File: config.mk
export PLATFORM = sky130hd
export DESIGN_NAME = tsc_reduce
export DESIGN_NICKNAME = d
export VERILOG_FILES = /design/src/rtl/taylor_sine_cosine_defines.svh /design/src/rtl/tsc_pkg.sv /design/src/rtl/tsc_reduce.sv
export SDC_FILE = /design/constraint.sdc
export NUM_CORES = 2
export LEC_CHECK = 0
export ABC_AREA = 1
export BUFFER_PORTS_ARGS = -buffer_cell sky130_fd_sc_hd__buf_2
export CORE_MARGIN = 2
export CORE_UTILIZATION = 60
export CTS_CLUSTER_DIAMETER = 150
export DETAILED_ROUTE_END_ITERATION = 12
export PLACE_DENSITY = 0.79
export SLEW_MARGIN = 20
export SYNTH_ARGS = -nofsm -noshare
export SYNTH_HDL_FRONTEND = slang
export SYNTH_SLANG_ARGS = --single-unit
File: constraint.sdc
create_clock -name clock -period 6.9 [get_ports clock]
set_input_delay 0.69 -clock clock [delete_from_list [all_inputs] [get_ports clock]]
set_output_delay 0.69 -clock clock [all_outputs]
set_load 0.005 [all_outputs]
File: src/rtl/taylor_sine_cosine_defines.svh
// taylor_sine_cosine_defines.svh
// Assertion macros for the Taylor sine/cosine unit.
// Expects signals named clock and reset in the scope where a macro is used.
`ifndef TAYLOR_SINE_COSINE_DEFINES_SVH
`define TAYLOR_SINE_COSINE_DEFINES_SVH

// Same-cycle implication, disabled while reset is high.
`define TSC_ASSERT_IMPLY(label, pre, post, msg) \
   label: assert property (@(posedge clock) disable iff (reset) (pre) |-> (post)) \
      else $error(msg);

// Implication whose consequent is checked after the delay given by n.
`define TSC_ASSERT_DELAY(label, pre, n, post, msg) \
   label: assert property (@(posedge clock) disable iff (reset) (pre) |-> ##n (post)) \
      else $error(msg);

`endif

File: src/rtl/tsc_pkg.sv
// tsc_pkg.sv
// Widths, constants, reciprocal table, pipeline types and the series
// accumulate function shared by all Taylor sine/cosine modules. No dependencies.
`timescale 1ns / 1ps

package tsc_pkg;

   // Series length and derived cell count
   localparam int TERMS = 10;
   localparam int MAX_TERMS = 16;
   localparam int CELLS = TERMS - 1;

   // Port widths
   localparam int ANGLE_W = 32;
   localparam int VALUE_W = 32;
   localparam logic signed [VALUE_W-1:0] VALUE_MAX = {1'b0, {(VALUE_W-1){1'b1}}};
   localparam logic signed [VALUE_W-1:0] VALUE_MIN = {1'b1, {(VALUE_W-1){1'b0}}};

   // Angle reduction: |angle| <= 128 rad holds at most 20 whole turns
   localparam int MAX_TURNS = 20;
   localparam int TURN_BITS = $clog2(MAX_TURNS + 1);
   localparam int X56_W = 64;
   localparam logic [X56_W-1:0] TWO_PI_Q56 = 64'h0648_7ED5_110B_4612;
   localparam int REM_SHIFT = 8;

   // Series datapath widths (magnitudes in Q.48)
   localparam int FRAC_W = 48;
   localparam int R48_W = 51;
   localparam int R2_W = 54;
   localparam int TERM_W = 55;
   localparam int PROD_W = 61;
   localparam int RECIP_W = 63;
   localparam int RECIP_SHIFT = 64;
   localparam int SUM_W = 60;
   localparam int OUT_SHIFT = 18;
   localparam int HALF_W = 32;
   localparam int POW_W = $clog2(2 * MAX_TERMS);
   localparam int RECIP_DEPTH = 2 ** POW_W;

   localparam logic [TERM_W-1:0] ONE_Q48 = TERM_W'(1) << FRAC_W;
   localparam logic [TERM_W-1:0] TWO_PI_Q48 = TERM_W'(TWO_PI_Q56 >> REM_SHIFT);
   localparam logic [POW_W-1:0] SIN_FIRST_POWER = POW_W'(1);
   localparam logic [POW_W-1:0] COS_FIRST_POWER = POW_W'(0);

   // Pipeline depth from accept to result strobe
   localparam int SQUARE_STAGES = 2;
   localparam int CELL_STAGES = 4;
   localparam int FINISH_STAGES = 2;
   localparam int LATENCY = 1 + TURN_BITS + SQUARE_STAGES + CELL_STAGES * CELLS
                            + FINISH_STAGES;

   // Q0.64 reciprocals of k*(k-1), indexed by k; k below 2 never occurs
   localparam logic [63:0] ALL_ONES = '1;
   localparam logic [RECIP_W-1:0] RECIP_TABLE [RECIP_DEPTH] = '{
      RECIP_W'(0),                 RECIP_W'(0),
      RECIP_W'(ALL_ONES / 64'd2),   RECIP_W'(ALL_ONES / 64'd6),
      RECIP_W'(ALL_ONES / 64'd12),  RECIP_W'(ALL_ONES / 64'd20),
      RECIP_W'(ALL_ONES / 64'd30),  RECIP_W'(ALL_ONES / 64'd42),
      RECIP_W'(ALL_ONES / 64'd56),  RECIP_W'(ALL_ONES / 64'd72),
      RECIP_W'(ALL_ONES / 64'd90),  RECIP_W'(ALL_ONES / 64'd110),
      RECIP_W'(ALL_ONES / 64'd132), RECIP_W'(ALL_ONES / 64'd156),
      RECIP_W'(ALL_ONES / 64'd182), RECIP_W'(ALL_ONES / 64'd210),
      RECIP_W'(ALL_ONES / 64'd240), RECIP_W'(ALL_ONES / 64'd272),
      RECIP_W'(ALL_ONES / 64'd306), RECIP_W'(ALL_ONES / 64'd342),
      RECIP_W'(ALL_ONES / 64'd380), RECIP_W'(ALL_ONES / 64'd420),
      RECIP_W'(ALL_ONES / 64'd462), RECIP_W'(ALL_ONES / 64'd506),
      RECIP_W'(ALL_ONES / 64'd552), RECIP_W'(ALL_ONES / 64'd600),
      RECIP_W'(ALL_ONES / 64'd650), RECIP_W'(ALL_ONES / 64'd702),
      RECIP_W'(ALL_ONES / 64'd756), RECIP_W'(ALL_ONES / 64'd812),
      RECIP_W'(ALL_ONES / 64'd870), RECIP_W'(ALL_ONES / 64'd930)
   };

   // Control that travels with every item
   typedef struct packed {
      logic valid;
      logic cosine;
      logic neg_angle;
   } tsc_ctrl_type;

   // Series state handed from cell to cell
   typedef struct packed {
      logic [TERM_W-1:0]       term;
      logic [R2_W-1:0]         r2;
      logic signed [SUM_W-1:0] sum;
      logic [POW_W-1:0]        power;
      logic                    negate;
   } tsc_lane_type;

   // Add or subtract one unsigned term into the signed partial sum
   function automatic logic signed [SUM_W-1:0] tsc_accumulate(
      input logic signed [SUM_W-1:0] sum,
      input logic [TERM_W-1:0]       term,
      input logic                    negate
   );
      logic signed [SUM_W-1:0] ext;
      ext = $signed({{(SUM_W-TERM_W){1'b0}}, term});
      return negate ? (sum - ext) : (sum + ext);
   endfunction

endpackage

File: src/rtl/tsc_reduce.sv
// tsc_reduce.sv
// Front end: captures the transfer, removes whole turns of 2*pi one quotient
// bit per stage, squares the remainder and seeds the first cell. Uses tsc_pkg.
`timescale 1ns / 1ps

module tsc_reduce import tsc_pkg::*; (
   input  logic                      clock,
   input  logic                      reset,
   input  logic                      accept,
   input  logic                      command,
   input  logic signed [ANGLE_W-1:0] angle,
   output tsc_ctrl_type              ctrl_o,
   output tsc_lane_type              lane_o
);

   localparam int LAST = TURN_BITS - 1;
   localparam int R48_HI_W = R48_W - HALF_W;
   localparam int SQ_W = 2 * R48_W;

   tsc_ctrl_type              cap_ctrl_ff, cap_ctrl_in;
   logic [ANGLE_W-1:0]        mag_ff, mag_in;
   tsc_ctrl_type              red_ctrl_ff [TURN_BITS];
   logic [X56_W-1:0]          rem_ff [TURN_BITS];
   logic [R48_W-1:0]          r48;
   tsc_ctrl_type              sq_ctrl_ff;
   logic [R48_W-1:0]          r48_ff;
   logic [2*HALF_W-1:0]       sq_ll_ff, sq_ll_in;
   logic [HALF_W+R48_HI_W-1:0] sq_lh_ff, sq_lh_in;
   logic [2*R48_HI_W-1:0]     sq_hh_ff, sq_hh_in;
   logic [SQ_W-1:0]           sq_full;
   tsc_ctrl_type              out_ctrl_ff;
   tsc_lane_type              out_lane_ff, out_lane_in;

   // Capture command, angle sign and angle magnitude
   always_comb begin
      cap_ctrl_in.valid = accept;
      cap_ctrl_in.cosine = command;
      cap_ctrl_in.neg_angle = angle[ANGLE_W-1];
      mag_in = angle[ANGLE_W-1] ? $unsigned(-angle) : $unsigned(angle);
   end

   always_ff @(posedge clock) begin
      if (reset) begin
         cap_ctrl_ff <= '0;
      end else begin
         cap_ctrl_ff <= cap_ctrl_in;
      end
   end

   always_ff @(posedge clock) begin
      mag_ff <= mag_in;
   end

   // Restoring reduction: each stage tries one multiple 2^j * 2*pi
   for (genvar i = 0; i < TURN_BITS; i++) begin : g_turn
      localparam logic [X56_W-1:0] STEP = TWO_PI_Q56 << (TURN_BITS - 1 - i);
      tsc_ctrl_type     ctrl_in;
      logic [X56_W-1:0] rem_src, rem_in;

      if (i == 0) begin : g_first
         assign ctrl_in = cap_ctrl_ff;
         assign rem_src = {mag_ff, {(X56_W-ANGLE_W){1'b0}}};
      end else begin : g_next
         assign ctrl_in = red_ctrl_ff[i-1];
         assign rem_src = rem_ff[i-1];
      end

      assign rem_in = (rem_src >= STEP) ? (rem_src - STEP) : rem_src;

      always_ff @(posedge clock) begin
         if (reset) begin
            red_ctrl_ff[i] <= '0;
         end else begin
            red_ctrl_ff[i] <= ctrl_in;
         end
      end

      always_ff @(posedge clock) begin
         rem_ff[i] <= rem_in;
      end
   end

   // Square the Q.48 remainder as partial products; the cross term is doubled
   assign r48 = rem_ff[LAST][REM_SHIFT +: R48_W];

   always_comb begin
      sq_ll_in = r48[HALF_W-1:0] * r48[HALF_W-1:0];
      sq_lh_in = r48[HALF_W-1:0] * r48[R48_W-1:HALF_W];
      sq_hh_in = r48[R48_W-1:HALF_W] * r48[R48_W-1:HALF_W];
   end

   // Sum partial products and seed the first term of the series
   always_comb begin
      sq_full = SQ_W'(sq_ll_ff) + (SQ_W'(sq_lh_ff) << (HALF_W + 1))
                + (SQ_W'(sq_hh_ff) << (2 * HALF_W));
      out_lane_in.term = sq_ctrl_ff.cosine ? ONE_Q48 : TERM_W'(r48_ff);
      out_lane_in.r2 = sq_full[FRAC_W +: R2_W];
      out_lane_in.sum = '0;
      out_lane_in.power = sq_ctrl_ff.cosine ? COS_FIRST_POWER : SIN_FIRST_POWER;
      out_lane_in.negate = 1'b0;
   end

   always_ff @(posedge clock) begin
      if (reset) begin
         sq_ctrl_ff <= '0;
         out_ctrl_ff <= '0;
      end else begin
         sq_ctrl_ff <= red_ctrl_ff[LAST];
         out_ctrl_ff <= sq_ctrl_ff;
      end
   end

   always_ff @(posedge clock) begin
      r48_ff <= r48;
      sq_ll_ff <= sq_ll_in;
      sq_lh_ff <= sq_lh_in;
      sq_hh_ff <= sq_hh_in;
      out_lane_ff <= out_lane_in;
   end

   assign ctrl_o = out_ctrl_ff;
   assign lane_o = out_lane_ff;

endmodule

==> parameters.txt <==
Parameter                              Value

Logic synthesis
  Top-area cell type share of the netlist area    0.339
  Dominant cell type by area after synthesis    fa_1
  Count of yosys warnings during synthesis    0
  Netlist area before placement    0.0914 mm²
  Fraction of synthesis flops using an asynchronous set or reset pin    0
  Sequential fraction of the synthesis area    0.127
  Mapped Cells    12600
  Ranking of synthesized cells by area    fa_1 (34%), nand2_1 (14%), inv_1 (13%), dfxtp_1 (13%), ha_1 (8.3%)
  Count of flip-flops with a built-in enable after synthesis    0
  Count of distinct cell types in the synthesized netlist    45
  Top_reg_cell synth    dfxtp_1
  Synthesized area per cell    roughly 7.2 µm²
  Post-synthesis register bit count    582

Critical path
  Crit-path leading delay family    adder cells
  Most used cell, CP    inv_1
  CP Launch Type    flop
  Worst reg2reg setup slack    around 0.09 ns
  Element type at the critical path end    flop
  Cells traversed along the worst timing path    buf_4 > buf_4 > nand2_1 > fa_1 > inv_1 > fa_1 > fa_1 > inv_1 > fa_1 > inv_1 > ha_1 > inv_1 > fa_1 > inv_1 > ha_1 > nand2_1 > nor2_1 > nand2_1 > nand2_1 > inv_1 > o21ai_0 > a21oi_1 > xnor2_1
  Startpoint-to-endpoint class of the critical path    flop to flop
  Buf/Inv on CP    8
  Critical path required time    7.44 ns
  Critical path data arrival time    7.35 ns
  Slowest cell delay on critical path    0.85 ns
  Cell type of the slowest stage on the worst timing path    dfxtp_2
  CP Max Fanout    23

GRT
  Largest net degree at the start of global routing    89
  Initial antenna violation count    4
  Overall overflow remaining after global route    0
  Total global-route track usage    0.375
  Via count of the first global-routing pass    ~82000
  First-pass GRT wire length    452000 µm

Die
  Core area    0.152 mm²
  Overall die area    0.155 mm²
  Initial core utilization    0.603
  Number of standard-cell rows in the floorplan    143
  Die width    roughly 400 µm
  I/O Pins    214
  Die boundary height    394 µm

Route
  Number of design rule violations left after detail routing    0
  Via density per instance    5.34
  DRT Pass-1 Iters    8
  Detailed-route wire length on metal 1    between 100000 and 150000 µm
  ANT nets after route    0
  Iter 0 DRT Violations    7050
  Uppermost layer routed    met5
  Routed vias    79400
  Sum of met2 wire segment lengths after detailed routing    127000 µm
  Detail Route met3 WL    approximately 30000 µm
  Detailed-route wire length    roughly 290000 µm
  Post-detailed-route wirelength per cell    19.3 µm

STA
  Unrepaired setup endpoints after global routing    true
  Final critical path time including I/O delays and setup    6.81 ns
  Final hold violations    0
  Share of the cycle needed by the critical path after routing    0.987
  Final max-slew violation count    0
  Worst slew slack as a fraction of its limit    0.411
  Clock skew after layout    roughly 0.062 ns
  Worst-margin pin slew    a little under 0.9 ns
  Achievable frequency    0.147 GHz
  Number of endpoints failing setup at the final stage    0
  Setup total negative slack    0 ns

Clock network
  Clock-pin slew on the worst setup and hold paths    0.08 ns
  Clock Latency Late Sink    0.71 ns
  Clock tree from TritonCTS    built
  Buffer type at the clock tree root    clkbuf_16
  Sinks on the clock net    582
  Depth of the CTS H-tree    3
  Total clock buffers created by CTS    67
  Maximum clock path buffer count    3

Cells and area
  Count of nets after finishing    15000
  Area occupied by multi-input gates    between 0.06 and 0.07 mm²
  Signed area change from the synthesized netlist to the final layout    7.72%
  Register area    0.0118 mm²
  Filler instances    13400
  Ratio of cells with drive above 1 in the final layout    0.0572
  N_diodes    0
  Cell area after layout    between 0.09 and 0.1 mm²

Run
  Max-cap violations    0

Placement
  Instance area after placement    0.0955 mm²
  Port Buf Inserts    roughly 140
  RePlAce Congestion    roughly 1.0
  Post-detailed-placement half-perimeter wirelength    about 240000 µm

Run status
  Outcome    completed

Hold path
  Hold WC Path Type    primary input to flop
[stage by stage]
stage | hold slack [ns] | worst slack, ns | utilization | std cells
global route | 0.100 | -0.0384 | 0.650 | 14900
finish | 0.126 | 0.0910 | 0.650 | 14900
detailed placement | 0.320 | -0.159 | 0.630 | 14700
CTS | 0.0850 | 0.00811 | 0.645 | 14800
floorplan | 0.310 | 0.138 | - | 12700
global placement | 0.314 | -0.122 | 0.630 | 14700
[kinds of logic after synthesis]
family / after synthesis / share of synthesized area
other: 1 / 0.0000410
adder cells (fa/ha/maj): 2157 / 0.422
AO/OA/AOI/OAI: 848 / 0.0507
flip-flops: 582 / 0.127
AND/OR/NAND/NOR: 5107 / 0.222
buffers and inverters: 3693 / 0.155
XOR/XNOR: 228 / 0.0219
[cell usage after synthesis (2+ instances only)]
cell type,instances
nand2_1,3517
inv_1,3256
fa_1,1548
nor2_1,916
ha_1,609
dfxtp_1,582
nand3_1,399
a21oi_1,359
o21ai_0,320
clkbuf_1,280
xor2_1,187
nor3_1,108
nand4_1,90
buf_4,74
o21bai_1,63
xnor2_1,41
buf_1,37
buf_2,37
a21o_1,23
a31oi_1,23
nor4_1,18
nand3b_1,17
o21a_1,16
a21boi_0,13
and2_1,11
o21ai_1,8
or2_2,8
a31o_2,6
inv_2,6
nand2_2,6
o211ai_1,6
a211oi_1,5
and3_1,4
nand2_4,4
buf_6,3
nor2_2,3
nor3_2,3
nor2_4,2
o31ai_1,2
[per-layer routing]
layer  vias to the layer above  GRT usage
li1                      37000          -
met1                     38200      0.504
met2                      3571      0.586
met3                       629     0.0924
met4                         4      0.145
met5                         -          0
[sequential cells by signal, summed over array words and instances (netlist names)]
signal and flops:
mag_ff 32, cap_ctrl_ff 3, rem_ff 251, lane_o 106, sq_ll_ff 32, red_ctrl_ff 15
r48_ff 49, sq_ctrl_ff 3, ctrl_o 3, sq_lh_ff 51, sq_hh_ff 37
[layout by cell type (no fill, tap or decap), types with 17 or more instances in the layout]
cell type,n
a21o_1,23
a21oi_1,343
a31oi_1,23
buf_12,24
buf_2,144
buf_4,270
buf_6,18
clkbuf_16,67
conb_1,70
dfxtp_1,530
dfxtp_2,27
dfxtp_4,25
fa_1,1544
ha_1,597
inv_1,3255
nand2_1,3512
nand3_1,398
nand3b_1,17
nand4_1,90
nor2_1,895
nor2_2,23
nor3_1,105
nor4_1,18
o21ai_0,308
o21ai_1,19
o21bai_1,63
xnor2_1,41
xor2_1,187
[layout make-up]
class	count	area share
inverters	3262	0.124
clock inverters	43	0.00508
repair buffers	463	0.0360
well taps	2030	0.0258
flip-flops and latches	582	0.120
multi-input cells	8410	0.671
clock buffers	78	0.0181
[worst paths after layout]
| path | startpoint | endpoint | cells after the start |
|---|---|---|---|
| setup / recovery | rem_ff[0][302]$_DFF_P_ | sq_lh_ff[19]$_DFF_P_ | 23 |
| hold / removal | angle[0] | mag_ff[0]$_DFF_P_ | 1 |
| setup reg to reg | rem_ff[0][302]$_DFF_P_ | sq_lh_ff[19]$_DFF_P_ | 23 |
| hold reg to reg | mag_ff[0]$_DFF_P_ | rem_ff[0][32]$_DFF_P_ | 0 |
[what timing repair did]
item	4_1_cts	5_1_grt
hold buffers	0	0
setup endpoints to repair	21	43
resized for setup	13	128
pin swaps	0	11
buffers inserted	0	23
Power is left out: the tool's default activity adds up to more than one toggle a clock period on the data nets, which glitch-free logic cannot reach.
