**src/rtl/taylor_sine_cosine_defines.svh**
```systemverilog
// taylor_sine_cosine_defines.svh
// Assertion macros for the Taylor sine/cosine unit.
// Expects signals named clock and reset in the scope where a macro is used.
`ifndef TAYLOR_SINE_COSINE_DEFINES_SVH
`define TAYLOR_SINE_COSINE_DEFINES_SVH

// Same-cycle implication, disabled while reset is high.
`define TSC_ASSERT_IMPLY(label, pre, post, msg) \
   label: assert property (@(posedge clock) disable iff (reset) (pre) |-> (post)) \
      else $error(msg);

// Implication whose consequent is checked after the delay given by n.
`define TSC_ASSERT_DELAY(label, pre, n, post, msg) \
   label: assert property (@(posedge clock) disable iff (reset) (pre) |-> ##n (post)) \
      else $error(msg);

`endif

```
**src/rtl/tsc_pkg.sv**
```systemverilog
// tsc_pkg.sv
// Widths, constants, reciprocal table, pipeline types and the series
// accumulate function shared by all Taylor sine/cosine modules. No dependencies.
`timescale 1ns / 1ps

package tsc_pkg;

   // Series length and derived cell count
   localparam int TERMS = 10;
   localparam int MAX_TERMS = 16;
   localparam int CELLS = TERMS - 1;

   // Port widths
   localparam int ANGLE_W = 32;
   localparam int VALUE_W = 32;
   localparam logic signed [VALUE_W-1:0] VALUE_MAX = {1'b0, {(VALUE_W-1){1'b1}}};
   localparam logic signed [VALUE_W-1:0] VALUE_MIN = {1'b1, {(VALUE_W-1){1'b0}}};

   // Angle reduction: |angle| <= 128 rad holds at most 20 whole turns
   localparam int MAX_TURNS = 20;
   localparam int TURN_BITS = $clog2(MAX_TURNS + 1);
   localparam int X56_W = 64;
   localparam logic [X56_W-1:0] TWO_PI_Q56 = 64'h0648_7ED5_110B_4612;
   localparam int REM_SHIFT = 8;

   // Series datapath widths (magnitudes in Q.48)
   localparam int FRAC_W = 48;
   localparam int R48_W = 51;
   localparam int R2_W = 54;
   localparam int TERM_W = 55;
   localparam int PROD_W = 61;
   localparam int RECIP_W = 63;
   localparam int RECIP_SHIFT = 64;
   localparam int SUM_W = 60;
   localparam int OUT_SHIFT = 18;
   localparam int HALF_W = 32;
   localparam int POW_W = $clog2(2 * MAX_TERMS);
   localparam int RECIP_DEPTH = 2 ** POW_W;

   localparam logic [TERM_W-1:0] ONE_Q48 = TERM_W'(1) << FRAC_W;
   localparam logic [TERM_W-1:0] TWO_PI_Q48 = TERM_W'(TWO_PI_Q56 >> REM_SHIFT);
   localparam logic [POW_W-1:0] SIN_FIRST_POWER = POW_W'(1);
   localparam logic [POW_W-1:0] COS_FIRST_POWER = POW_W'(0);

   // Pipeline depth from accept to result strobe
   localparam int SQUARE_STAGES = 2;
   localparam int CELL_STAGES = 4;
   localparam int FINISH_STAGES = 2;
   localparam int LATENCY = 1 + TURN_BITS + SQUARE_STAGES + CELL_STAGES * CELLS
                            + FINISH_STAGES;

   // Q0.64 reciprocals of k*(k-1), indexed by k; k below 2 never occurs
   localparam logic [63:0] ALL_ONES = '1;
   localparam logic [RECIP_W-1:0] RECIP_TABLE [RECIP_DEPTH] = '{
      RECIP_W'(0),                 RECIP_W'(0),
      RECIP_W'(ALL_ONES / 64'd2),   RECIP_W'(ALL_ONES / 64'd6),
      RECIP_W'(ALL_ONES / 64'd12),  RECIP_W'(ALL_ONES / 64'd20),
      RECIP_W'(ALL_ONES / 64'd30),  RECIP_W'(ALL_ONES / 64'd42),
      RECIP_W'(ALL_ONES / 64'd56),  RECIP_W'(ALL_ONES / 64'd72),
      RECIP_W'(ALL_ONES / 64'd90),  RECIP_W'(ALL_ONES / 64'd110),
      RECIP_W'(ALL_ONES / 64'd132), RECIP_W'(ALL_ONES / 64'd156),
      RECIP_W'(ALL_ONES / 64'd182), RECIP_W'(ALL_ONES / 64'd210),
      RECIP_W'(ALL_ONES / 64'd240), RECIP_W'(ALL_ONES / 64'd272),
      RECIP_W'(ALL_ONES / 64'd306), RECIP_W'(ALL_ONES / 64'd342),
      RECIP_W'(ALL_ONES / 64'd380), RECIP_W'(ALL_ONES / 64'd420),
      RECIP_W'(ALL_ONES / 64'd462), RECIP_W'(ALL_ONES / 64'd506),
      RECIP_W'(ALL_ONES / 64'd552), RECIP_W'(ALL_ONES / 64'd600),
      RECIP_W'(ALL_ONES / 64'd650), RECIP_W'(ALL_ONES / 64'd702),
      RECIP_W'(ALL_ONES / 64'd756), RECIP_W'(ALL_ONES / 64'd812),
      RECIP_W'(ALL_ONES / 64'd870), RECIP_W'(ALL_ONES / 64'd930)
   };

   // Control that travels with every item
   typedef struct packed {
      logic valid;
      logic cosine;
      logic neg_angle;
   } tsc_ctrl_type;

   // Series state handed from cell to cell
   typedef struct packed {
      logic [TERM_W-1:0]       term;
      logic [R2_W-1:0]         r2;
      logic signed [SUM_W-1:0] sum;
      logic [POW_W-1:0]        power;
      logic                    negate;
   } tsc_lane_type;

   // Add or subtract one unsigned term into the signed partial sum
   function automatic logic signed [SUM_W-1:0] tsc_accumulate(
      input logic signed [SUM_W-1:0] sum,
      input logic [TERM_W-1:0]       term,
      input logic                    negate
   );
      logic signed [SUM_W-1:0] ext;
      ext = $signed({{(SUM_W-TERM_W){1'b0}}, term});
      return negate ? (sum - ext) : (sum + ext);
   endfunction

endpackage

```
**src/rtl/tsc_finish.sv**
```systemverilog
// tsc_finish.sv
// Back end: adds the last term, converts the Q.48 sum to Q2.30 with the
// sine sign fix and saturation, and drives the result strobe. Uses tsc_pkg.
`timescale 1ns / 1ps

module tsc_finish import tsc_pkg::*; (
   input  logic                      clock,
   input  logic                      reset,
   input  tsc_ctrl_type              ctrl_i,
   input  tsc_lane_type              lane_i,
   output logic                      strobe,
   output logic signed [VALUE_W-1:0] value
);

   localparam int M30_W = SUM_W - OUT_SHIFT;

   tsc_ctrl_type              ctrl_ff;
   logic signed [SUM_W-1:0]   sum_ff, sum_in;
   logic                      sum_neg;
   logic [SUM_W-1:0]          mag;
   logic [M30_W-1:0]          m30;
   logic                      res_neg;
   logic                      over;
   logic                      strobe_ff;
   logic signed [VALUE_W-1:0] value_ff, value_in;

   // Fold in the last term
   assign sum_in = tsc_accumulate(lane_i.sum, lane_i.term, lane_i.negate);

   // Take magnitude, truncate to Q.30, apply sign and saturate
   always_comb begin
      sum_neg = sum_ff[SUM_W-1];
      mag = sum_neg ? $unsigned(-sum_ff) : $unsigned(sum_ff);
      m30 = mag[SUM_W-1:OUT_SHIFT];
      res_neg = sum_neg ^ (~ctrl_ff.cosine & ctrl_ff.neg_angle);
      over = |m30[M30_W-1:VALUE_W-1];
      priority if (res_neg && over) begin
         value_in = VALUE_MIN;
      end else if (res_neg) begin
         value_in = -$signed(m30[VALUE_W-1:0]);
      end else if (over) begin
         value_in = VALUE_MAX;
      end else begin
         value_in = $signed(m30[VALUE_W-1:0]);
      end
   end

   always_ff @(posedge clock) begin
      if (reset) begin
         ctrl_ff <= '0;
         strobe_ff <= 1'b0;
      end else begin
         ctrl_ff <= ctrl_i;
         strobe_ff <= ctrl_ff.valid;
      end
   end

   always_ff @(posedge clock) begin
      sum_ff <= sum_in;
      value_ff <= value_in;
   end

   assign strobe = strobe_ff;
   assign value = value_ff;

endmodule

```
**config.mk**
```make
export PLATFORM = sky130hd
export DESIGN_NAME = tsc_finish
export DESIGN_NICKNAME = d
export VERILOG_FILES = /design/src/rtl/taylor_sine_cosine_defines.svh /design/src/rtl/tsc_pkg.sv /design/src/rtl/tsc_finish.sv
export SDC_FILE = /design/constraint.sdc
export NUM_CORES = 1
export LEC_CHECK = 0
export BUFFER_PORTS_ARGS = -buffer_cell sky130_fd_sc_hd__buf_2
export CORE_ASPECT_RATIO = 1.5
export CORE_MARGIN = 1
export CORE_UTILIZATION = 25
export DETAILED_ROUTE_END_ITERATION = 16
export GPL_TIMING_DRIVEN = 0
export HOLD_SLACK_MARGIN = 0.06
export PLACE_DENSITY = 0.42
export SYNTH_ARGS = -nofsm -noshare
export SYNTH_HDL_FRONTEND = slang
export SYNTH_SLANG_ARGS = --single-unit
```
**constraint.sdc**
```tcl
create_clock -name clock -period 7.76 [get_ports clock]
set_input_delay 0.776 -clock clock [delete_from_list [all_inputs] [get_ports clock]]
set_output_delay 0.776 -clock clock [all_outputs]
set_load 0.05 [all_outputs]
```
==> flow_summary.ini, run 1 <==
[timing]
tns_ns = 0
setup_violations = 0
tightest_slew_ns = 1.250
slew_viol_final = 0
setup_ws_ns = 1.783
fin_skew_ns = 0.01668
fin_crit_ns = 5.977
hold_violations = 0
fin_crit_sh = 0.7702
grt_setup_unrepaired = no
relSlewSlack = 0.1647
clock.fmax_ghz = 0.1673

[worst_hold_path]
min_from = ctrl_ff[2]$_SDFF_PP0_
hp-class = flip-flop to flip-flop
hold_depth = 1
hold_end = strobe$_SDFF_PP0_

[routing]
vias_per_cell = 4.897
wl_met2_mm = 15.71
vias = 8972
wl_met3_mm = 1.106
ant_nets = 0
top_layer = met5
dr.pass1.iters = 4
drc = 0
routed_wl_mm = 30.55
wl_met1_mm = 13.03
drt_iter0_drc = 375
routedWlPerCell_um = 16.68

[power]
irDropWorstVdd_v = 0.0001023
switchingPower_mw = 1.168
leakage_nw = 4.423
p_sw_frac = 0.4523
power.share.sequential = 0.305
p_comb_frac = 0.506
clkPwrFrac = 0.189
power_per_cell_area_nw_per_um2 = 238.5
power.total_mw = 2.581
cellInternalPower_mw = 1.414

[clocking]
cts_max_level = 3
tritoncts = done
cts-buffers-inserted = 9
cts_num_sinks = 96
post_cts_buffers = 0
worstSkewPairLatency_ns = 0.38
clock_path_buffers = 2
hold_buffers = 0
ctsResizeCount = 0
cts_root_buf = clkbuf_16
clk_pin_slew_ns = 0.06

[critical_path]
worstPathCellList = buf_2, or4_1, nor4_2, and3b_1, clkbuf_1, nor2b_1, and2_1, buf_2, a21oi_1, xnor2_1, ha_1, clkbuf_1, a21o_1, a21o_1, a21o_1, a21oi_1, o2111a_1, o211a_1, or2_2, o311ai_0
slowest_delay_ns = 0.62
cp.required_ns = 7.97
ff2ff_path_depth = 13
crit_type = input pin to flip-flop
setup.worst_path.start_class = input pin
slowest_stage = or4_1
crit_buf_inv = 4
cp-end-kind = flip-flop
r2r_end = value[30]$_SDFF_PP0_
path_common_cell = a21o_1
rrSetupSlack_ns = 3.14
critPathArrivalTime_ns = 6.19
critical_path_peak_fanout = 9
cp_top_family = simple AND/OR/NAND/NOR gates
r2r_start = sum_ff[59]$_DFF_P_

[finish]
fillers = 4110
n_antenna_cell = 0
area_growth_pct = 18.48
final_cell_mix = buf_2, a21oi_1, xnor2_1
final_area_um2 = 10820
fin_nets = 1591
layout_commonest_cell = buf_2
drive_above_1_share = 0.1669
fin_util = 0.3010

[yosys]
synth_top_family_by_area = compound AO/OA/AOI/OAI gates
yosys.area_share.adder = 0.08575
synth_compound_area_frac = 0.2614
synth-edff-count = 0
yosys.area_share.simple = 0.2432
synthMuxAreaShare = 0.01932
yosysWarnings = 0
synth_area_leaders = dfxtp_1, xnor2_1, ha_1
synth_top_cell_by_area = dfxtp_1
synth_cells = 1186
synth-seq-cells = 96
ys_seq_area_frac = 0.2104
ys_types = 83
syn-num-nets = 1428
synth_top_area_share = 0.2104
async_flop_share = 0
dominantRegCellSynth = dfxtp_1
syn_area_um2 = 9134
avgSynthCellArea_um2 = 7.701
synth_xor_area_frac = 0.1400

[global_route]
antenna_found_initial = 2
grt_max_degree = 17
grt_overflow = 0
grt_pass1_wl_mm = 48.27
grt_pass1_vias = 8914
grt.total_usage = 0.1678

[placed_design]
placed_cell_area_um2 = 10490
dp_slack_ns = 1.265
routabilityCongestion = 0.8357
post-dp-hpwl_mm = 26.11
numPortBuffers = 152

[flow_run]
cap_violations = 0

[floorplan]
design.core.area_um2 = 35950
fp.dieArea_um2 = 37320
die_x_um = 158.1
start_util = 0.2541
row_count = 85
num_io_pins = 213
die_height_um = 236.1

[status]
status = finished clean
-- power groups by stage --
stage / registers, mW / logic [mW] / clock network [mW]
detailed placement: 0.801 / 1.30 / 0
CTS: 0.790 / 1.31 / 0.510
floorplan: 0.937 / 0.809 / 0
global route: 0.809 / 1.44 / 0.530
global placement: 0.798 / 1.31 / 0
finish: 0.788 / 1.30 / 0.489
-- cell usage after synthesis (11+ instances only) --
cell type,instances
clkbuf_1,39
mux2i_1,12
nor2b_1,13
dfxtp_1,96
a31oi_1,22
a21oi_1,129
o21ai_0,54
nor3_1,35
xnor2_1,103
nand2b_1,11
inv_1,35
nand3_1,25
ha_1,61
and3_1,14
nand4_1,28
o21ai_1,19
xor2_1,43
nor2_1,101
nand2_1,90
o31ai_1,11
and2_1,14
a21o_1,39
-- stage by stage --
stage | hold slack (ns) | instances
floorplan | 0.4138 | 1186
global placement | 0.4219 | 1816
detailed placement | 0.4344 | 1816
CTS | 0.4500 | 1832
global route | 0.4778 | 1832
finish | 0.4404 | 1832
-- worst max path at each step --
stage	start	endpoint	slack, ns	depth (start not counted)
finish	lane_i[123]	sum_ff[56]$_DFF_P_	1.78	20
global route	lane_i[125]	sum_ff[57]$_DFF_P_	1.37	18
CTS	lane_i[125]	sum_ff[57]$_DFF_P_	1.64	18
detailed placement	lane_i[125]	sum_ff[57]$_DFF_P_	1.27	18
global placement	lane_i[125]	sum_ff[55]$_DFF_P_	1.28	18
floorplan	lane_i[125]	sum_ff[56]$_DFF_P_	2.78	19
-- routing by layer --
layer,up-vias,track usage
met5,-,0
met4,2,0.05740
met3,33,0.02682
met2,185,0.3062
met1,4085,0.1938
li1,4667,-
-- kinds of logic (layout without fill, tap and decap cells) --
family | after synthesis | in the layout
simple gates | 407 | 407
compound gates | 369 | 369
xor+xnor | 146 | 146
flops | 96 | 96
buf+inv | 89 | 257
fa+ha+maj | 62 | 62
mux | 17 | 17
-- worst register-to-register path: stages, from the launching register on --
cell and delay, ns:
dfxtp_1 0.33, clkbuf_1 0.47, clkbuf_1 0.46, clkbuf_1 0.50
buf_1 0.44, o31ai_1 0.16, xor2_1 0.21, ha_1 0.28
o41ai_1 0.24, a2111oi_4 0.55, nand2_1 0.22, nor4_1 0.34
a31oi_1 0.14, xor2_1 0.16
-- final cells by class --
class                           instances  area (um2)  share of cell area
Multi-Input combinational cell       1001        6847              0.6327
Sequential cell                        96        1922              0.1776
Timing Repair Buffer                  152       760.7             0.07030
Tap cell                              478       598.1             0.05527
Clock buffer                           10       239.0             0.02208
Buffer                                 54       234.0             0.02162
Inverter                               35       131.4             0.01214
Clock inverter                          6       90.09            0.008325
-- registers in the layout, indices dropped and copies added, names as in the netlist --
signal and count:
sum_ff 60, value 32, ctrl_ff 3, strobe 1
(Power assumes the default switching activity.)
==> run 2, diff against run 1 <==
--- a/config.mk
+++ b/config.mk
@@ -5,6 +5,7 @@
 export SDC_FILE = /design/constraint.sdc
 export NUM_CORES = 1
 export LEC_CHECK = 0
+export ABC_AREA = 1
 export BUFFER_PORTS_ARGS = -buffer_cell sky130_fd_sc_hd__buf_2
 export CORE_ASPECT_RATIO = 1.5
 export CORE_MARGIN = 1
==> constraint.sdc (replaced) <==
create_clock -name clock -period 5.9 [get_ports clock]
set_input_delay 0.59 -clock clock [delete_from_list [all_inputs] [get_ports clock]]
set_output_delay 0.59 -clock clock [all_outputs]
set_load 0.05 [all_outputs]
==> flow_summary.ini, run 2 <==
[status]
status = finished clean

[yosys]
synth_top_area_share = 0.1826
synth-seq-cells = 96
yosysMostFrequentCell = nand2_1
synth_top_family_by_area = simple AND/OR/NAND/NOR gates
synth_top_cell_by_area = dfxtp_1
syn_area_um2 = 10530
synth_area_leaders = dfxtp_1, nand2_1, nor2_1
yosys.area_share.simple = 0.4101
avgSynthCellArea_um2 = 5.772
ys_types = 44
ys_seq_area_frac = 0.1826
synth-edff-count = 0
synthTopCellsByCount = nand2_1, nor2_1, inv_1
async_flop_share = 0
synthMuxAreaShare = 0
synth_compound_area_frac = 0.1440
yosysWarnings = 0
dominantRegCellSynth = dfxtp_1
synth_cells = 1824
synth_xor_area_frac = 0.09223
yosys.area_share.adder = 0.07440
syn-num-nets = 2066

[critical_path]
crit_type = input pin to flip-flop
path_common_cell = nand2_1
ff2ff_path_depth = 16
slowest_delay_ns = 0.62
critPathArrivalTime_ns = 5.21
r2r_end = value[1]$_SDFF_PP0_
r2r_start = sum_ff[23]$_DFF_P_
slowest_stage = nor4_2
setup.worst_path.start_class = input pin
cp.required_ns = 6.17
rrSetupSlack_ns = 2.98
cp-end-kind = flip-flop
critical_path_peak_fanout = 5

[clocking]
ctsResizeCount = 0
worstSkewPairLatency_ns = 0.37
clock_path_buffers = 2
cts-buffers-inserted = 9
post_cts_buffers = 0
clk_pin_slew_ns = 0.07
cts_max_level = 3
cts_num_sinks = 96
cts_root_buf = clkbuf_16
hold_buffers = 0
tritoncts = done

[finish]
final_area_um2 = 12290
layout_commonest_cell = nand2_1
area_growth_pct = 16.72
fin_util = 0.2973
largest_register_ffs = 60
regMostFlops = sum_ff
final_cell_mix = nand2_1, nor2_1, inv_1
finalNonFillerCells = 2551
fin_nets = 2230
n_antenna_cell = 0
drive_above_1_share = 0.1074

[routing]
vias = 11769
drt_iter0_drc = 541
routedWlPerCell_um = 16.28
dr.pass1.iters = 7
ant_nets = 0
drc = 0
vias_per_cell = 4.613
routed_wl_mm = 41.54

[timing]
slew_viol_final = 0
fin_skew_ns = 0.01072
fin_crit_sh = 0.8378
setup_violations = 0
tightest_slew_ns = 1.171
setup_ws_ns = 0.9567
clock.fmax_ghz = 0.2023
tns_ns = 0
fin_crit_ns = 4.943
relSlewSlack = 0.2121
grt_setup_unrepaired = no
hold_violations = 0

[worst_hold_path]
hold_end = strobe$_SDFF_PP0_
min_from = ctrl_ff[2]$_SDFF_PP0_
hp-class = flip-flop to flip-flop
hold_depth = 2

[global_route]
grt_overflow = 0
grt.total_usage = 0.1974
grt_pass1_vias = 12299
grt_max_degree = 19
grt_pass1_wl_mm = 64.45
antenna_found_initial = 0

[floorplan]
num_io_pins = 213
die_x_um = 169.6
row_count = 91
die_height_um = 253.3
start_util = 0.2547
fp.dieArea_um2 = 42950
design.core.area_um2 = 41330

[placed_design]
dp.cells = 2535
routabilityCongestion = 0.9395
placed_cell_area_um2 = 11990
numPortBuffers = 153
post-dp-hpwl_mm = 36.94
dp_slack_ns = 0.5451

[power]
power_per_cell_area_nw_per_um2 = 288.3
irDropWorstVdd_v = 0.0001522
leakage_nw = 5.799

[flow_run]
cap_violations = 0
-- run 2: cell types whose count changed in the layout (fill, tap and decap cells not counted), moves of 11 or more --
cell / before / now
xor2_1: 43 / 74
clkbuf_1: 39 / 10
inv_1: 35 / 234
and2_1: 14 / 2
nand3_1: 25 / 123
and3_1: 14 / 3
nor2_1: 101 / 331
o21ai_0: 54 / 76
nor2b_1: 13 / 0
a21o_1: 39 / 7
xnor2_1: 103 / 35
nand2_1: 90 / 453
nand2b_1: 11 / 0
mux2i_1: 12 / 0
-- run 2: power breakdown --
group | internal, mW | switching [mW]
sequential | 0.856 | 0.143
clock | 0.308 | 0.282
combinational | 0.578 | 1.38
total | 1.74 | 1.80
-- run 2: final cells by class --
type                       count  area [um2]
clock buffer                  10       239.0
timing repair buffer         153       765.7
fill                        4797       29040
clock inverter                 6       57.56
inverter                     237       889.6
tap                          558       698.2
multi-input combinational   1469        7589
sequential                    96        1922
buffer                        22       127.6
-- run 2: per-stage QoR --
stage          total power [mW]  hold slack [ns]
6_report                  3.542           0.4087
5_1_grt                   3.864           0.4209
4_1_cts                   3.577           0.4041
3_5_place_dp              2.975           0.4021
3_3_place_gp              2.973           0.3945
2_1_floorplan             2.385           0.3883
-- run 2: worst max-delay path, delay by kind of cell --
family,cells,cell delay (ns)
fa+ha+maj,1,0.36
xor+xnor,1,0.13
compound gates,6,1.13
buf+inv,3,0.23
simple gates,14,2.76
-- run 2: worst max-delay path by stage --
stage / to / start / slack (ns)
2_1_floorplan: sum_ff[53]$_DFF_P_ / lane_i[121] / 2.21
3_3_place_gp: sum_ff[54]$_DFF_P_ / lane_i[122] / 0.49
3_5_place_dp: sum_ff[53]$_DFF_P_ / lane_i[122] / 0.55
4_1_cts: sum_ff[53]$_DFF_P_ / lane_i[122] / 0.93
5_1_grt: sum_ff[53]$_DFF_P_ / lane_i[122] / 0.65
6_report: sum_ff[54]$_DFF_P_ / lane_i[122] / 0.96
-- run 2: cells by family (layout without fill, tap and decap cells) --
kind of cell | Yosys count | after routing
adder cells (fa/ha/maj) | 62 | 62
buffers and inverters | 259 | 428
AND/OR/NAND/NOR | 1022 | 1022
flip-flops | 96 | 96
AO/OA/AOI/OAI | 275 | 275
XOR/XNOR | 110 | 110
-- run 2: routing by layer --
layer,share of wire,vias up,global-route usage
met5,0,-,0
met4,0.049,0,0.1037
met3,0.021,87,0.01297
met2,0.54,261,0.3946
met1,0.39,5192,0.2008
li1,-,6229,-
==> run 3, diff against run 2 <==
==> constraint.sdc (replaced) <==
create_clock -name clock -period 4.8 [get_ports clock]
set_input_delay 0.48 -clock clock [delete_from_list [all_inputs] [get_ports clock]]
set_output_delay 0.48 -clock clock [all_outputs]
set_load 0.05 [all_outputs]
==> flow_summary.ini, run 3 (synthesized netlist as in run 2, its figures left out) <==
[status]
status = finished clean

[global_route]
grt_pass1_wl_mm = 64.46
grt.total_usage = 0.1975
grt_max_degree = 19
antenna_found_initial = 0
grt_pass1_vias = 12296
grt_overflow = 0

[finish]
fillers = 4788
regMostFlops = sum_ff
area_growth_pct = 17.29
n_antenna_cell = 0
fin_nets = 2231
largest_register_ffs = 60
drive_above_1_share = 0.1118
final_cell_mix = nand2_1, nor2_1, inv_1
layout_commonest_cell = nand2_1

[routing]
drc = 0
dr.pass1.iters = 5
drt_iter0_drc = 561
ant_nets = 0
vias = 11782
routedWlPerCell_um = 16.27
routed_wl_mm = 41.52
vias_per_cell = 4.617

[placed_design]
post-dp-hpwl_mm = 36.94
numPortBuffers = 153
routabilityCongestion = 0.9395

[floorplan]
design.core.area_um2 = 41330
start_util = 0.2547
row_count = 91
num_io_pins = 213
die_x_um = 169.6
fp.dieArea_um2 = 42950
die_height_um = 253.3

[clocking]
worstSkewPairLatency_ns = 0.37
tritoncts = done
cts_root_buf = clkbuf_16
cts_max_level = 3
cts_num_sinks = 96
cts-buffers-inserted = 9
hold_buffers = 0
clock_path_buffers = 2
clk_pin_slew_ns = 0.07

[critical_path]
crit_type = input pin to flip-flop
critPathCapture = sum_ff[58]$_DFF_P_
cp.required_ns = 5.09
critical_path_peak_fanout = 4
slowest_delay_ns = 0.38
r2r_start = sum_ff[23]$_DFF_P_
ff2ff_path_depth = 16
r2r_end = value[1]$_SDFF_PP0_
worstPathCellList = buf_2, nor3_2, nand2_1, nor3_2, nand2_1, nor4_4, nand2_1, nor2_1, nand3_1, inv_1, a21oi_1, xnor2_1, ha_1, nand2_1, nor2_1, inv_1, nor3_1, inv_1, o21ai_0, a21oi_1, nand2_1, nand2_1, a21oi_1, xor2_1
startpoint = lane_i[122]
slowest_stage = ha_1
path_common_cell = nand2_1
cp-end-kind = flip-flop
setup.worst_path.start_class = input pin
critPathArrivalTime_ns = 4.79
rrSetupSlack_ns = 1.85

[timing]
clock.fmax_ghz = 0.2224
setup_violations = 0
whs_ns = 0.3070
grt_setup_unrepaired = no
hold_violations = 0
fin_skew_ns = 0.01089
fin_crit_sh = 0.9367
slew_viol_final = 0
tightest_slew_ns = 1.159
fin_crit_ns = 4.496
relSlewSlack = 0.2202

[power]
leakage_nw = 5.838
power.total_mw = 4.358
power_per_cell_area_nw_per_um2 = 352.9
irDropWorstVdd_v = 0.0001870

[worst_hold_path]
hp-class = input pin to flip-flop

[flow_run]
cap_violations = 0
==> run 3: cell types whose count changed in the layout (fill, tap and decap cells not counted), sizes merged <==
cell | previous run | this run
buf | 165 | 166
==> run 3: per-layer routing <==
metal | part of all wire | up-vias | GRT usage
li1 | - | 6232 | -
met1 | 0.39 | 5228 | 0.2008
met2 | 0.55 | 242 | 0.3951
met3 | 0.021 | 80 | 0.01297
met4 | 0.048 | 0 | 0.1030
met5 | 0 | - | 0
==> run 3: area by class of cell <==
cell class | instances | area (um2) | share of cell area
Clock inverter | 6 | 57.56 | 0.004661
Timing Repair Buffer | 154 | 773.2 | 0.06262
Inverter | 237 | 889.6 | 0.07204
Sequential cell | 96 | 1922 | 0.1556
Clock buffer | 10 | 239.0 | 0.01935
Buffer | 22 | 127.6 | 0.01034
Tap cell | 558 | 698.2 | 0.05654
Multi-Input combinational cell | 1469 | 7641 | 0.6188
==> run 3: power breakdown <==
part | internal (mW) | total, mW | switching (mW)
registers | 1.05 | 1.23 | 0.176
clock network | 0.378 | 0.725 | 0.347
logic | 0.712 | 2.40 | 1.69
==> run 3: what timing repair did <==
action                                 in CTS  in global routing
endpoints found under the hold margin       0                  0
gates resized for setup                     1                  9
buffers inserted                            0                  1
setup endpoints to repair                   4                  7
pin swaps                                   0                  1
==> run 3: how the worst min path moves through the flow <==
stage                     cells after the start  slack (ns)                     to             startpoint
after detailed placement                      2        0.40      strobe$_SDFF_PP0_  ctrl_ff[2]$_SDFF_PP0_
after global routing                          2        0.31      strobe$_SDFF_PP0_                  reset
after CTS                                     2        0.29  ctrl_ff[2]$_SDFF_PP0_                  reset
after floorplan                               2        0.39      strobe$_SDFF_PP0_  ctrl_ff[2]$_SDFF_PP0_
after global placement                        2        0.39      strobe$_SDFF_PP0_  ctrl_ff[2]$_SDFF_PP0_
final                                         2        0.31  ctrl_ff[2]$_SDFF_PP0_                  reset
==> run 3: worst max-delay path, delay by kind of cell <==
kind	cells	cell delay [ns]
adders and majority gates	1	0.38
and+or+nand+nor	13	2.49
buffers and inverters	4	0.50
AOI/OAI and AO/OA	4	0.58
xor gates and xnor gates	2	0.36
==> run 3: metrics by stage <==
step             util  std cells  worst slack (ns)  TNS [ns]  cell area, um2
6_report       0.2988       2552            0.3037         0           12350
5_1_grt        0.2988       2552           0.01957         0           12350
4_1_cts        0.2975       2551            0.1911         0           12300
3_5_place_dp   0.2901       2535           -0.4449    -5.067           11990
3_3_place_gp   0.2901       2535           -0.4960    -5.748           11990
2_1_floorplan       -       1824             1.217         0           10530
